[src/rtl/core/cbau_pkg.sv]
package cbau_pkg;

    localparam int MAP_BLOCKS_DEF = 64;
    localparam int SIZE_W         = 9;
    localparam int CFG_W          = 7;
    localparam int START_W        = 6;
    localparam int FREE_KB_W      = 9;
    localparam int KB_SHIFT       = 2;
    localparam int NEED_W         = SIZE_W - KB_SHIFT;
    localparam int ROOT_BLOCK     = 0;
    localparam logic [CFG_W-1:0] CFG_RESET = 7'd64;

    // Commands from the controller to the datapath.
    typedef struct packed {
        logic clear_en;
        logic load;
        logic scan_en;
        logic mark_en;
        logic result_load;
    } t_cmd;

    // Status from the datapath to the controller.
    typedef struct packed {
        logic clear_done;
        logic lim_zero;
        logic scan_last;
        logic mark_needed;
        logic mark_last;
        logic out_free;
    } t_sts;

endpackage

[src/rtl/core/cbau_req_if.sv]
interface cbau_req_if import cbau_pkg::*; ();
    logic              valid;
    logic              ready;
    logic [SIZE_W-1:0] size_kb;

    modport source (output valid, output size_kb, input ready);
    modport sink   (input valid, input size_kb, output ready);
endinterface

[src/rtl/core/cbau_rsp_if.sv]
interface cbau_rsp_if import cbau_pkg::*; ();
    logic                 valid;
    logic                 ready;
    logic                 granted;
    logic [START_W-1:0]   start_block;
    logic [FREE_KB_W-1:0] free_kb;

    modport source (output valid, output granted, output start_block, output free_kb,
                    input ready);
    modport sink   (input valid, input granted, input start_block, input free_kb,
                    output ready);
endinterface

[src/rtl/core/cbau_ram.sv]
module cbau_ram #(
    parameter int WIDTH = 1,
    parameter int DEPTH = 64
) (
    input  logic                                  i_clk,
    input  logic                                  i_we,
    input  logic [(DEPTH > 1 ? $clog2(DEPTH) : 1)-1:0] i_waddr,
    input  logic [WIDTH-1:0]                      i_wdata,
    input  logic                                  i_re,
    input  logic [(DEPTH > 1 ? $clog2(DEPTH) : 1)-1:0] i_raddr,
    output logic [WIDTH-1:0]                      o_rdata
);

    logic [WIDTH-1:0] r_mem [DEPTH];
    logic [WIDTH-1:0] r_rdata;

    always_ff @(posedge i_clk) begin
        if (i_we) begin
            r_mem[i_waddr] <= i_wdata;
        end
        if (i_re) begin
            r_rdata <= r_mem[i_raddr];
        end
    end

    assign o_rdata = r_rdata;

endmodule

[src/rtl/core/cbau_datapath.sv]
module cbau_datapath import cbau_pkg::*; #(
    parameter int MAP_BLOCKS = MAP_BLOCKS_DEF
) (
    input  logic                 i_clk,
    input  logic                 i_rst_n,
    input  t_cmd                 i_cmd,
    output t_sts                 o_sts,
    input  logic [SIZE_W-1:0]    i_size_kb,
    input  logic                 i_cfg_wr_en,
    input  logic [CFG_W-1:0]     i_cfg_wr_data,
    input  logic                 i_rsp_ready,
    output logic                 o_rsp_valid,
    output logic                 o_granted,
    output logic [START_W-1:0]   o_start_block,
    output logic [FREE_KB_W-1:0] o_free_kb
);

    localparam int IW = (MAP_BLOCKS > 1) ? $clog2(MAP_BLOCKS) : 1;
    localparam int CW = $clog2(MAP_BLOCKS + 1);
    localparam int LW = (CW > CFG_W) ? CW : CFG_W;

    logic [CFG_W-1:0]     r_cfg;
    logic [NEED_W-1:0]    r_need;
    logic [IW-1:0]        r_clr_ptr;
    logic [IW-1:0]        r_rd_addr;
    logic                 r_rd_vld;
    logic [IW-1:0]        r_rd_idx;
    logic [CW-1:0]        r_run;
    logic [IW-1:0]        r_cand;
    logic                 r_found;
    logic [IW-1:0]        r_start;
    logic [CW-1:0]        r_cnt;
    logic [IW-1:0]        r_mark_ptr;
    logic [NEED_W-1:0]    r_mark_cnt;
    logic                 r_out_vld;
    logic                 r_granted;
    logic [START_W-1:0]   r_start_block;
    logic [FREE_KB_W-1:0] r_free_kb;

    logic [CW-1:0]        lim;
    logic                 rd_free;
    logic                 we;
    logic [IW-1:0]        waddr;
    logic                 wdata;
    logic [CW-1:0]        n_run;
    logic [IW-1:0]        n_cand;
    logic                 hit;
    logic [CW-1:0]        free_after;
    logic [CW+1:0]        free_kb_full;

    // Blocks above the configured count, or above the map, are never looked at.
    always_comb begin
        if (LW'(r_cfg) > LW'(MAP_BLOCKS)) begin
            lim = CW'(MAP_BLOCKS);
        end else begin
            lim = CW'(r_cfg);
        end
    end

    always_comb begin
        we    = i_cmd.clear_en | i_cmd.mark_en;
        waddr = i_cmd.clear_en ? r_clr_ptr : r_mark_ptr;
        wdata = i_cmd.clear_en ? (r_clr_ptr != IW'(ROOT_BLOCK)) : 1'b0;
    end

    cbau_ram #(
        .WIDTH (1),
        .DEPTH (MAP_BLOCKS)
    ) u_map (
        .i_clk   (i_clk),
        .i_we    (we),
        .i_waddr (waddr),
        .i_wdata (wdata),
        .i_re    (i_cmd.scan_en),
        .i_raddr (r_rd_addr),
        .o_rdata (rd_free)
    );

    // Run tracking for the bit that comes back from the map this cycle.
    always_comb begin
        n_run  = r_run + CW'(1);
        n_cand = (r_run == '0) ? r_rd_idx : r_cand;
        hit    = !r_found && (LW'(n_run) == LW'(r_need));
    end

    always_comb begin
        free_after   = r_cnt - ((r_found && r_need != '0) ? CW'(r_need) : CW'(0));
        free_kb_full = {free_after, 2'b00};
    end

    always_comb begin
        o_sts.clear_done  = (r_clr_ptr == IW'(MAP_BLOCKS - 1));
        o_sts.lim_zero    = (lim == '0);
        o_sts.scan_last   = (CW'(r_rd_addr) == lim - CW'(1));
        o_sts.mark_needed = r_found && (r_need != '0);
        o_sts.mark_last   = (r_mark_cnt == r_need - NEED_W'(1));
        o_sts.out_free    = !r_out_vld || i_rsp_ready;
    end

    always_ff @(posedge i_clk) begin
        if (!i_rst_n) begin
            r_cfg      <= CFG_RESET;
            r_clr_ptr  <= '0;
            r_rd_addr  <= '0;
            r_rd_vld   <= 1'b0;
            r_run      <= '0;
            r_found    <= 1'b0;
            r_cnt      <= '0;
            r_mark_cnt <= '0;
            r_out_vld  <= 1'b0;
        end else begin
            if (i_cfg_wr_en) begin
                r_cfg <= i_cfg_wr_data;
            end
            if (i_cmd.clear_en) begin
                r_clr_ptr <= r_clr_ptr + IW'(1);
            end
            r_rd_vld <= i_cmd.scan_en;
            if (i_cmd.load) begin
                r_rd_addr  <= '0;
                r_run      <= '0;
                r_found    <= (i_size_kb[SIZE_W-1:KB_SHIFT] == '0);
                r_cnt      <= '0;
                r_mark_cnt <= '0;
            end else begin
                if (i_cmd.scan_en) begin
                    r_rd_addr <= r_rd_addr + IW'(1);
                end
                if (r_rd_vld) begin
                    if (rd_free) begin
                        r_run <= n_run;
                        r_cnt <= r_cnt + CW'(1);
                        if (hit) begin
                            r_found <= 1'b1;
                        end
                    end else begin
                        r_run <= '0;
                    end
                end
                if (i_cmd.mark_en) begin
                    r_mark_cnt <= r_mark_cnt + NEED_W'(1);
                end
            end
            if (i_cmd.result_load) begin
                r_out_vld <= 1'b1;
            end else if (i_rsp_ready) begin
                r_out_vld <= 1'b0;
            end
        end
    end

    always_ff @(posedge i_clk) begin
        r_rd_idx <= r_rd_addr;
        if (i_cmd.load) begin
            r_need  <= i_size_kb[SIZE_W-1:KB_SHIFT];
            r_start <= '0;
        end else begin
            if (r_rd_vld && rd_free) begin
                r_cand <= n_cand;
                if (hit) begin
                    r_start    <= n_cand;
                    r_mark_ptr <= n_cand;
                end
            end
            if (i_cmd.mark_en) begin
                r_mark_ptr <= r_mark_ptr + IW'(1);
            end
        end
        if (i_cmd.result_load) begin
            r_granted     <= r_found;
            r_start_block <= START_W'(r_start);
            r_free_kb     <= FREE_KB_W'(free_kb_full);
        end
    end

    assign o_rsp_valid   = r_out_vld;
    assign o_granted     = r_granted;
    assign o_start_block = r_start_block;
    assign o_free_kb     = r_free_kb;

endmodule

[src/rtl/core/cbau_ctrl.sv]
module cbau_ctrl import cbau_pkg::*; (
    input  logic i_clk,
    input  logic i_rst_n,
    input  logic i_req_valid,
    output logic o_req_ready,
    input  t_sts i_sts,
    output t_cmd o_cmd
);

    typedef enum logic [2:0] {
        S_CLEAR,
        S_IDLE,
        S_SCAN,
        S_DRAIN,
        S_DECIDE,
        S_MARK,
        S_FINISH
    } t_state;

    t_state r_state;
    logic   r_req_ready;

    always_comb begin
        o_cmd             = '0;
        o_cmd.clear_en    = (r_state == S_CLEAR);
        o_cmd.load        = (r_state == S_IDLE) && i_req_valid;
        o_cmd.scan_en     = (r_state == S_SCAN);
        o_cmd.mark_en     = (r_state == S_MARK);
        o_cmd.result_load = (r_state == S_FINISH) && i_sts.out_free;
    end

    always_ff @(posedge i_clk) begin
        if (!i_rst_n) begin
            r_state     <= S_CLEAR;
            r_req_ready <= 1'b0;
        end else begin
            unique case (r_state)
                S_CLEAR: begin
                    if (i_sts.clear_done) begin
                        r_state     <= S_IDLE;
                        r_req_ready <= 1'b1;
                    end
                end
                S_IDLE: begin
                    if (i_req_valid) begin
                        r_req_ready <= 1'b0;
                        r_state     <= i_sts.lim_zero ? S_FINISH : S_SCAN;
                    end
                end
                S_SCAN: begin
                    if (i_sts.scan_last) begin
                        r_state <= S_DRAIN;
                    end
                end
                S_DRAIN: begin
                    r_state <= S_DECIDE;
                end
                S_DECIDE: begin
                    r_state <= i_sts.mark_needed ? S_MARK : S_FINISH;
                end
                S_MARK: begin
                    if (i_sts.mark_last) begin
                        r_state <= S_FINISH;
                    end
                end
                S_FINISH: begin
                    if (i_sts.out_free) begin
                        r_state     <= S_IDLE;
                        r_req_ready <= 1'b1;
                    end
                end
                default: begin
                    r_state     <= S_IDLE;
                    r_req_ready <= 1'b1;
                end
            endcase
        end
    end

    assign o_req_ready = r_req_ready;

endmodule

[src/rtl/core/contiguous_block_allocator_unit.sv]
// A request transaction passes through the map scan, one bit per cycle up to the usable block
// count L, the drain and decide states, the marking of the N blocks granted (zero on failure or
// an empty request) and the loading of the response register; with L = 0 it goes straight to
// the response register. The next request transaction is accepted only after that load, which
// waits while the response register is still occupied. Reset is synchronous and active low;
// afterwards the map is cleared, with no request transaction accepted.
module contiguous_block_allocator_unit import cbau_pkg::*; #(
    parameter int MAP_BLOCKS = MAP_BLOCKS_DEF
) (
    input  logic             i_clk,
    input  logic             i_rst_n,
    cbau_req_if.sink         i_req,
    cbau_rsp_if.source       o_rsp,
    input  logic             i_cfg_wr_en,
    input  logic [CFG_W-1:0] i_cfg_wr_data
);

    // The free map lives in a one-bit-wide RAM inside the datapath. A request first
    // scans the map from block 0 up to the usable limit, one bit per cycle, tracking
    // the current run of free blocks and the total free count. The first run that
    // reaches the requested length is remembered (first fit); later bits are still
    // read so that the free count covers the whole usable range.
    //
    // When a run was found, the controller then walks through it and clears one map
    // bit per cycle. The response carries the grant flag, the start block and the
    // free space after the request, which is the scanned free count less the blocks
    // just taken, times four kilobytes.
    //
    // The response sits in an output register, so the controller can go back to idle
    // and accept the next request transaction while the previous response waits.
    // A finished request only stalls if that register is still occupied.

    t_cmd cmd;
    t_sts sts;

    cbau_ctrl u_ctrl (
        .i_clk       (i_clk),
        .i_rst_n     (i_rst_n),
        .i_req_valid (i_req.valid),
        .o_req_ready (i_req.ready),
        .i_sts       (sts),
        .o_cmd       (cmd)
    );

    cbau_datapath #(
        .MAP_BLOCKS (MAP_BLOCKS)
    ) u_datapath (
        .i_clk         (i_clk),
        .i_rst_n       (i_rst_n),
        .i_cmd         (cmd),
        .o_sts         (sts),
        .i_size_kb     (i_req.size_kb),
        .i_cfg_wr_en   (i_cfg_wr_en),
        .i_cfg_wr_data (i_cfg_wr_data),
        .i_rsp_ready   (o_rsp.ready),
        .o_rsp_valid   (o_rsp.valid),
        .o_granted     (o_rsp.granted),
        .o_start_block (o_rsp.start_block),
        .o_free_kb     (o_rsp.free_kb)
    );

endmodule

[src/flat_wrapper.sv]
// flat-port wrapper written by rule: the top's interface ports become plain ports
module contiguous_block_allocator_unit_flat import cbau_pkg::*;
#(
    parameter int MAP_BLOCKS = MAP_BLOCKS_DEF
)
  (i_clk, i_rst_n, i_cfg_wr_en, i_cfg_wr_data, i_req_valid, i_req_size_kb, i_req_ready, o_rsp_valid, o_rsp_granted, o_rsp_start_block, o_rsp_free_kb, o_rsp_ready);
  cbau_req_if i_req_i ();
  cbau_rsp_if o_rsp_i ();
  input  logic i_clk;
  input  logic i_rst_n;
  input  logic i_cfg_wr_en;
  input  logic [CFG_W-1:0] i_cfg_wr_data;
  input wire logic [$bits(i_req_i.valid)-1:0] i_req_valid;
  input wire logic [$bits(i_req_i.size_kb)-1:0] i_req_size_kb;
  output wire logic [$bits(i_req_i.ready)-1:0] i_req_ready;
  output wire logic [$bits(o_rsp_i.valid)-1:0] o_rsp_valid;
  output wire logic [$bits(o_rsp_i.granted)-1:0] o_rsp_granted;
  output wire logic [$bits(o_rsp_i.start_block)-1:0] o_rsp_start_block;
  output wire logic [$bits(o_rsp_i.free_kb)-1:0] o_rsp_free_kb;
  input wire logic [$bits(o_rsp_i.ready)-1:0] o_rsp_ready;
  assign i_req_i.valid = i_req_valid;
  assign i_req_i.size_kb = i_req_size_kb;
  assign i_req_ready = i_req_i.ready;
  assign o_rsp_valid = o_rsp_i.valid;
  assign o_rsp_granted = o_rsp_i.granted;
  assign o_rsp_start_block = o_rsp_i.start_block;
  assign o_rsp_free_kb = o_rsp_i.free_kb;
  assign o_rsp_i.ready = o_rsp_ready;
  contiguous_block_allocator_unit #(.MAP_BLOCKS(MAP_BLOCKS)) u_core (.i_clk(i_clk), .i_rst_n(i_rst_n), .i_req(i_req_i), .o_rsp(o_rsp_i), .i_cfg_wr_en(i_cfg_wr_en), .i_cfg_wr_data(i_cfg_wr_data));
endmodule
[config.mk]
export PLATFORM = sky130hd
export DESIGN_NAME = contiguous_block_allocator_unit_flat
export DESIGN_NICKNAME = d
export VERILOG_FILES = /design/src/rtl/core/cbau_pkg.sv /design/src/rtl/core/cbau_req_if.sv /design/src/rtl/core/cbau_rsp_if.sv /design/src/rtl/core/cbau_ram.sv /design/src/rtl/core/cbau_datapath.sv /design/src/rtl/core/cbau_ctrl.sv /design/src/rtl/core/contiguous_block_allocator_unit.sv /design/src/flat_wrapper.sv
export SDC_FILE = /design/constraint.sdc
export NUM_CORES = 1
export LEC_CHECK = 0
export BUFFER_PORTS_ARGS = -buffer_cell sky130_fd_sc_hd__clkbuf_2
export CORE_MARGIN = 3
export CORE_UTILIZATION = 57
export CTS_BUF_LIST = sky130_fd_sc_hd__clkbuf_8
export DETAILED_ROUTE_END_ITERATION = 7
export PLACE_DENSITY = 0.79
export SLEW_MARGIN = 20
export SYNTH_ARGS = -nofsm -noshare
export SYNTH_HDL_FRONTEND = slang
export SYNTH_SLANG_ARGS = --single-unit
[constraint.sdc]
create_clock -name i_clk -period 3.5 [get_ports i_clk]
set_clock_uncertainty 0.2 [all_clocks]
set_input_delay 0.7 -clock i_clk [delete_from_list [all_inputs] [get_ports i_clk]]
set_output_delay 0.7 -clock i_clk [all_outputs]
set_load 0.03 [all_outputs]
### Word level (Yosys, flattened, before mapping)

Memories as Yosys holds them, arrays and structs flattened. A register that Yosys moved wholly into a read port is not among the register bits.
Cells that the tools add are included.
W data, S select, Z words.

| operators by class | value |
|---|---|
| bitwise gates (word level) | 4 |
| muxes and demuxes | 29 |
| $lt $le $gt $ge | 1 |
| $add $sub $neg | 9 |
| equal/unequal tests | 15 |
| reductions and logical operators | 29 |

Operators with widths:

| cell | count |
|---|---|
| $mux W6 | 5 |
| $add A7 B1 Y7 const B | 3 |
| $logic_not A7 Y1 | 3 |
| $mux W7 | 3 |
| $pmux W3 S7 | 1 |
| $add A6 B1 Y6 const B | 3 |
| $mux W3 | 6 |
| $eq A7 B7 Y1 | 2 |
| $sub A7 B1 Y7 const B | 2 |
| $mux W1 | 12 |
| $reduce_bool A2 Y1 | 6 |
| $eq A3 B3 Y1 const B | 3 |
| $eq A6 B7 Y1 | 1 |
| $gt A7 B7 Y1 const B | 1 |
| $reduce_bool A7 Y1 | 1 |
| $sub A7 B7 Y7 | 1 |
| $eq A3 B2 Y1 const B | 2 |
| $eq A6 B6 Y1 const B | 1 |
| $ne A2 B1 Y1 const B | 3 |
| $reduce_and A2 Y1 | 3 |
| $reduce_and A3 Y1 | 2 |
| $reduce_bool A6 Y1 | 1 |
| $logic_and A1 B1 Y1 | 5 |
| $reduce_and A5 Y1 | 1 |
| 12 further kinds | 16 |

| word-level totals | value |
|---|---|
| RAM bits | 64 |
| input bits | 21 |
| word-level logic and storage cells | 107 |
| output and inout bits | 18 |
| register bits | 92 |
| memories | 1 |

Memory list:

| name | words | width | rd ports | clocked after memory_dff | write ports | RTL line | text |
|---|---|---|---|---|---|---|---|
| u_core.u_datapath.u_map.r_mem | 64 | 1 | 1 | 1 | 1 | cbau_ram.sv:14 | `logic [WIDTH-1:0] r_mem [DEPTH];` |

### Logic depth before layout (Yosys ltp)

| logic depth | value |
|---|---|
| depth in word-level cells | 7 |
| depth in mapped cells | 12 |
| mapped depth without buffers | 12 |

### Hierarchy

A second synthesis with hierarchy kept.

| unflattened totals | value |
|---|---|
| cell total of the unflattened synthesis | 673 |
| area total of the unflattened synthesis | 7616.1 µm² |

By module, submodules not included:

| module | cells an instance | times used | seq. area each (µm²) | area each (µm²) |
|---|---|---|---|---|
| cbau_datapath | 419 | 1 | 2092.0 | 4306.6 |
| cbau_ram | 204 | 1 | 1951.9 | 2924.1 |
| cbau_ctrl | 50 | 1 | 80.1 | 385.4 |

### Least setup slack after synthesis

Ideal clock, no wire load.

| path | value |
|---|---|
| kind | register to register |
| from | register u_core.u_ctrl.r_state[1] |
| to | memory u_core.u_datapath.u_map.r_mem[0], data pin |
| buffers on the path | 1 |
| arrival time | 2.602 ns |
| setup time | 0.588 ns |
| path slack | 0.110 ns |
| period minus slack after synthesis | 3.390 ns |
| data required time | 2.712 ns |
| stages on the path, launching flop included | 5 |
| cell sequence | dfxtp_1 -> buf_2 -> nor2_1 -> nand2_1 -> a31oi_1 |

| between the ends | value |
|---|---|
| word-level cells in the longest chain between the ends | 2 |

Ends and longest elaborated chain:

| element | RTL line | text |
|---|---|---|
| start: declaration | cbau_ctrl.sv:20 | `t_state r_state;` |
| start signal: assignment | cbau_ctrl.sv:47 | `r_state <= i_sts.lim_zero ? S_FINISH : S_SCAN;` |
| start signal: assignment | cbau_ctrl.sv:59 | `r_state <= i_sts.mark_needed ? S_MARK : S_FINISH;` |
| $logic_not A3 Y1 | cbau_ctrl.sv:25 | `o_cmd.clear_en = (r_state == S_CLEAR);` |
| $mux W1 | cbau_datapath.sv:63 | `wdata = i_cmd.clear_en ? (r_clr_ptr != IW'(ROOT_BLOCK)) : 1'b0;` |
| via u_core.u_datapath.u_map.i_wdata | cbau_ram.sv:8 | `input logic [WIDTH-1:0] i_wdata,` |
| end: declaration | cbau_ram.sv:14 |  |

The timed path passes the listed nets, and every way through them passes these cells.

### Worst setup path after layout

| path | value |
|---|---|
| from | register u_core.u_ctrl.r_state[2] |
| to | memory u_core.u_datapath.u_map.r_mem[57] (enable) |

| between the ends | value |
|---|---|
| word-level cells in the longest chain between the ends | 4 |

Ends and longest elaborated chain:

| element | RTL line | text |
|---|---|---|
| $eq A3 B3 Y1 or $logic_not A3 Y1 (tied branches) | cbau_ctrl.sv:28, cbau_ctrl.sv:25 |  |
| $or A1 B1 Y1 | cbau_datapath.sv:61 | `we = i_cmd.clear_en \| i_cmd.mark_en;` |
| $mux W1 | cbau_ram.sv:18 | `if (i_we) begin` |
| $mux W1 (not written as such) | cbau_ram.sv:19 | `r_mem[i_waddr] <= i_wdata;` |

Parallel ways exist; a longest one is shown, timed or not.

==> impl_metrics.ini <==
[placement]
gp_routability_congestion = 0.910
placed_cells_incl_taps = 859
portBuffers = 34
dpl.hpwl_um = 10700

[logic_synthesis]
synthTopCellsByArea = sky130_fd_sc_hd__edfxtp_1 (39%), sky130_fd_sc_hd__dfxtp_1 (15%), sky130_fd_sc_hd__nor2_1 (6.1%), sky130_fd_sc_hd__mux4_1 (3.4%), sky130_fd_sc_hd__xor2_1 (3.2%)
yosysUniqueCellTypes = 63
netlist.area_leader.share_pct = 38.6
seq_area_frac_synth_pct = 54.1
postSynthRegisterBits = 157
synth_async_sr_flop_share_pct = 0
syn-mean-instance-area_sq_um = 11.4
synth_edf_count = 98
synth_warnings = 0
yosysMostFrequentCell = sky130_fd_sc_hd__nor2_1
syn-cell-area_sq_um = 7630
synthTopCellsByCount = sky130_fd_sc_hd__nor2_1 (123), sky130_fd_sc_hd__edfxtp_1 (98), sky130_fd_sc_hd__dfxtp_1 (59)
postSynthCellCount = 671
synth_top_flop_cell = sky130_fd_sc_hd__edfxtp_1
netlist.top_cell.by_area = sky130_fd_sc_hd__edfxtp_1

[global_routing]
grt_pass1_vias = 5054
grt_start_max_net_pins = 65
grt_overflow = 0
number_of_antenna_violations_at_the_first_check_in_global_routing = 0
total_global_route_track_usage_pct = 22.0
grt_first_pass_wirelength_um = 25200

[drt]
route.detailed.wl_per_inst_um = 17.1
dr.max_layer_used = met4
antenna_violating_nets_post_route = 0
routed-wl-met2_um = 7580
met3_wirelength_um = 862
detail_route.wirelength_um = 15200
avgViaCountPerCell = 5.78
drt-initial-drc-count = 575
drt_drc_violations_left = 0
num_vias = 5147
routed_length_on_met1_um = 6530
drtPass1Iterations = 5

[clock_network]
cts_post_setup_buffers_inserted = 0
cts_inserted_buffers = 17
cts.reportedPaths.clkPinSlew_ns = 0.09
post_cts_resize_count = 0
cts-root-buf = sky130_fd_sc_hd__clkbuf_8
clock_tree.htree_level_count = 4
cts_tree = yes
cts.sink_count = 157
cts.path.max_buffers = 2
clk_latency_ns = 0.45
cts_hold_buf = 0

[sta]
slew_viol_final = 0
hold_viol = 0
post-route-min-period_ns = 3.11
endpoints_failing_setup = 0
post-route-period-util_pct = 89.0
rsz0062_at_grt = no
final.setup.tns_ns = 0
worst_slew_pin_slew_ns = 0.802
max_fclk_mhz = 321
headroom_to_the_max_slew_limit_pct = 45.0

[power]
power.combinational.fraction_pct = 4.2
pwr-share-clk_pct = 36.6
power.share.sequential_pct = 59.2
pwr_density_cell_nw_per_um2 = 407
power.share.switching_pct = 23.2
p_total_w = 0.00339
switchingPower_w = 0.000785
max-vdd-ir-drop_v = 0.000245
intPower_w = 0.00260
cellLeakagePower_nw = 3.07

[critical_path]
stage_delay_of_the_slowest_cell_on_the_critical_path_ns = 0.76
critPathTopFamily = simple AND/OR/NAND/NOR gates
crit_path_max_fanout = 18
timing.critical_path.required_ns = 3.44
r2r_slack_ns = 0.39
crit_buf_inv = 0
crit_type = flip-flop to flip-flop
cp-start-kind = flip-flop
cp.arrival_ns = 3.06
worst_path_max_delay_cell = sky130_fd_sc_hd__mux2i_1
endpoint_class_of_the_critical_path = flip-flop
cp_cell_sequence = nor3_4 -> mux2i_1 -> nand4_1 -> nor2_1

[hold_path]
hp-class = flip-flop to flip-flop

[die]
starting_density_pct = 59.5
placeableCoreArea_sq_um = 12800
floorplan.rows = 41
die_width_um = 122
die_area_sq_um = 14800
number_of_top_level_pins = 39
die_height_um = 122

[layout]
final_net_count = 746
diodes = 0
post_route_cells_drive_above_1_share_pct = 14.7
flow.area_growth_from_synthesis_pct = 9.11
finish.cell_count_without_fillers = 891

[run_status]
run_status = complete, no violations

[run]
max_cap_violations = 0
## final cells by class
cell class / instances / area [sq um]
Fill cell: 956 / 4500
Multi-Input combinational cell: 464 / 3280
Tap cell: 172 / 215
Sequential cell: 157 / 4120
Clock inverter: 15 / 124
Inverter: 19 / 71.3
Timing Repair Buffer: 47 / 268
Clock buffer: 17 / 234
## power groups by stage
stage	sequential [W]	combinational, W	clock [W]
after floorplan	0.00205	0.0000982	0
after global placement	0.00205	0.000134	0
after detailed placement	0.00205	0.000140	0
after CTS	0.00201	0.000141	0.00125
after global routing	0.00201	0.000157	0.00134
final	0.00201	0.000141	0.00124
## sequential cells by signal, summed over array words and instances (netlist names)
register                         count
u_core.u_datapath.r_mark_cnt         7
u_core.u_ctrl.o_req_ready            1
u_core.u_datapath.o_start_block      6
u_core.u_datapath.o_rsp_valid        1
u_core.u_datapath.r_run              7
u_core.u_datapath.r_start            6
u_core.u_datapath.o_free_kb          7
u_core.u_datapath.r_cfg              7
u_core.u_datapath.r_cnt              7
u_core.u_datapath.u_map.r_mem       64
u_core.u_datapath.r_rd_vld           1
u_core.u_datapath.u_map.o_rdata      1
u_core.u_ctrl.r_state                3
u_core.u_datapath.r_rd_idx           6
u_core.u_datapath.r_need             7
u_core.u_datapath.r_cand             6
u_core.u_datapath.r_found            1
u_core.u_datapath.r_mark_ptr         6
u_core.u_datapath.r_rd_addr          6
u_core.u_datapath.r_clr_ptr          6
u_core.u_datapath.o_granted          1
## cell families (layout without fill, tap and decap cells)
| kind of cell | after synthesis | in the layout | synth area share (%) |
|---|---|---|---|
| simple gates | 276 | 276 | 17.2 |
| flops | 157 | 157 | 54.1 |
| compound gates | 67 | 67 | 5.73 |
| xor+xnor | 52 | 52 | 6.33 |
| buf+inv | 51 | 98 | 3.17 |
| mux | 48 | 48 | 10.2 |
| fa+ha+maj | 19 | 19 | 3.22 |
| other cells | 1 | 2 | 0.0492 |
## placed cells by master (no fill, tap or decap), drive strengths merged, types with 9 or more instances in the layout
cell,synthesis,layout
mux2,10,10
ha,18,18
nand2b,14,14
xor2,28,28
dfxtp,59,59
nor2b,14,14
nand3,19,19
mux4,20,20
o21ai,9,9
clkbuf,21,51
nor2,123,123
mux2i,18,18
buf,11,13
a21oi,25,25
xnor2,22,22
edfxtp,98,98
nand4,10,10
inv,19,26
nand2,56,56
## through the flow
| stage | util, % | hold WS (ns) | instance area, sq um | setup WS [ns] |
|---|---|---|---|---|
| 6_report | 64.9 | 0.237 | 8320 | 0.386 |
| 5_1_grt | 64.9 | 0.215 | 8320 | 0.150 |
| 4_1_cts | 64.9 | 0.226 | 8320 | 0.416 |
| 3_3_place_gp | 62.1 | 0.215 | 7960 | 0.549 |
| 2_1_floorplan | - | 0.129 | 7630 | 0.110 |
| 3_5_place_dp | 62.1 | 0.220 | 7960 | 0.448 |
## path summary, 6_finish.rpt
path,start,end,depth (start not counted)
worst max register to register,u_core.u_ctrl.r_state[2],u_core.u_datapath.u_map.r_mem[57],4
worst min-delay path,u_core.u_datapath.r_start[3],u_core.u_datapath.o_start_block[3],0
worst min register to register,u_core.u_datapath.r_start[3],u_core.u_datapath.o_start_block[3],0
worst max-delay path,u_core.u_ctrl.r_state[2],u_core.u_datapath.u_map.r_mem[57],4
## worst reg2reg max path, cell delays in order (launching register included)
cell	delay [ns]
sky130_fd_sc_hd__dfxtp_1	0.46
sky130_fd_sc_hd__nor3_4	0.62
sky130_fd_sc_hd__mux2i_1	0.77
sky130_fd_sc_hd__nand4_1	0.49
sky130_fd_sc_hd__nor2_1	0.28
## per-layer routing
layer / vias to the layer above / track usage, %
li1: 2446 / -
met1: 2523 / 29.5
met2: 156 / 35.9
met3: 22 / 5.06
met4: 0 / 7.07
met5: - / 0
(Power assumes the default switching activity.)
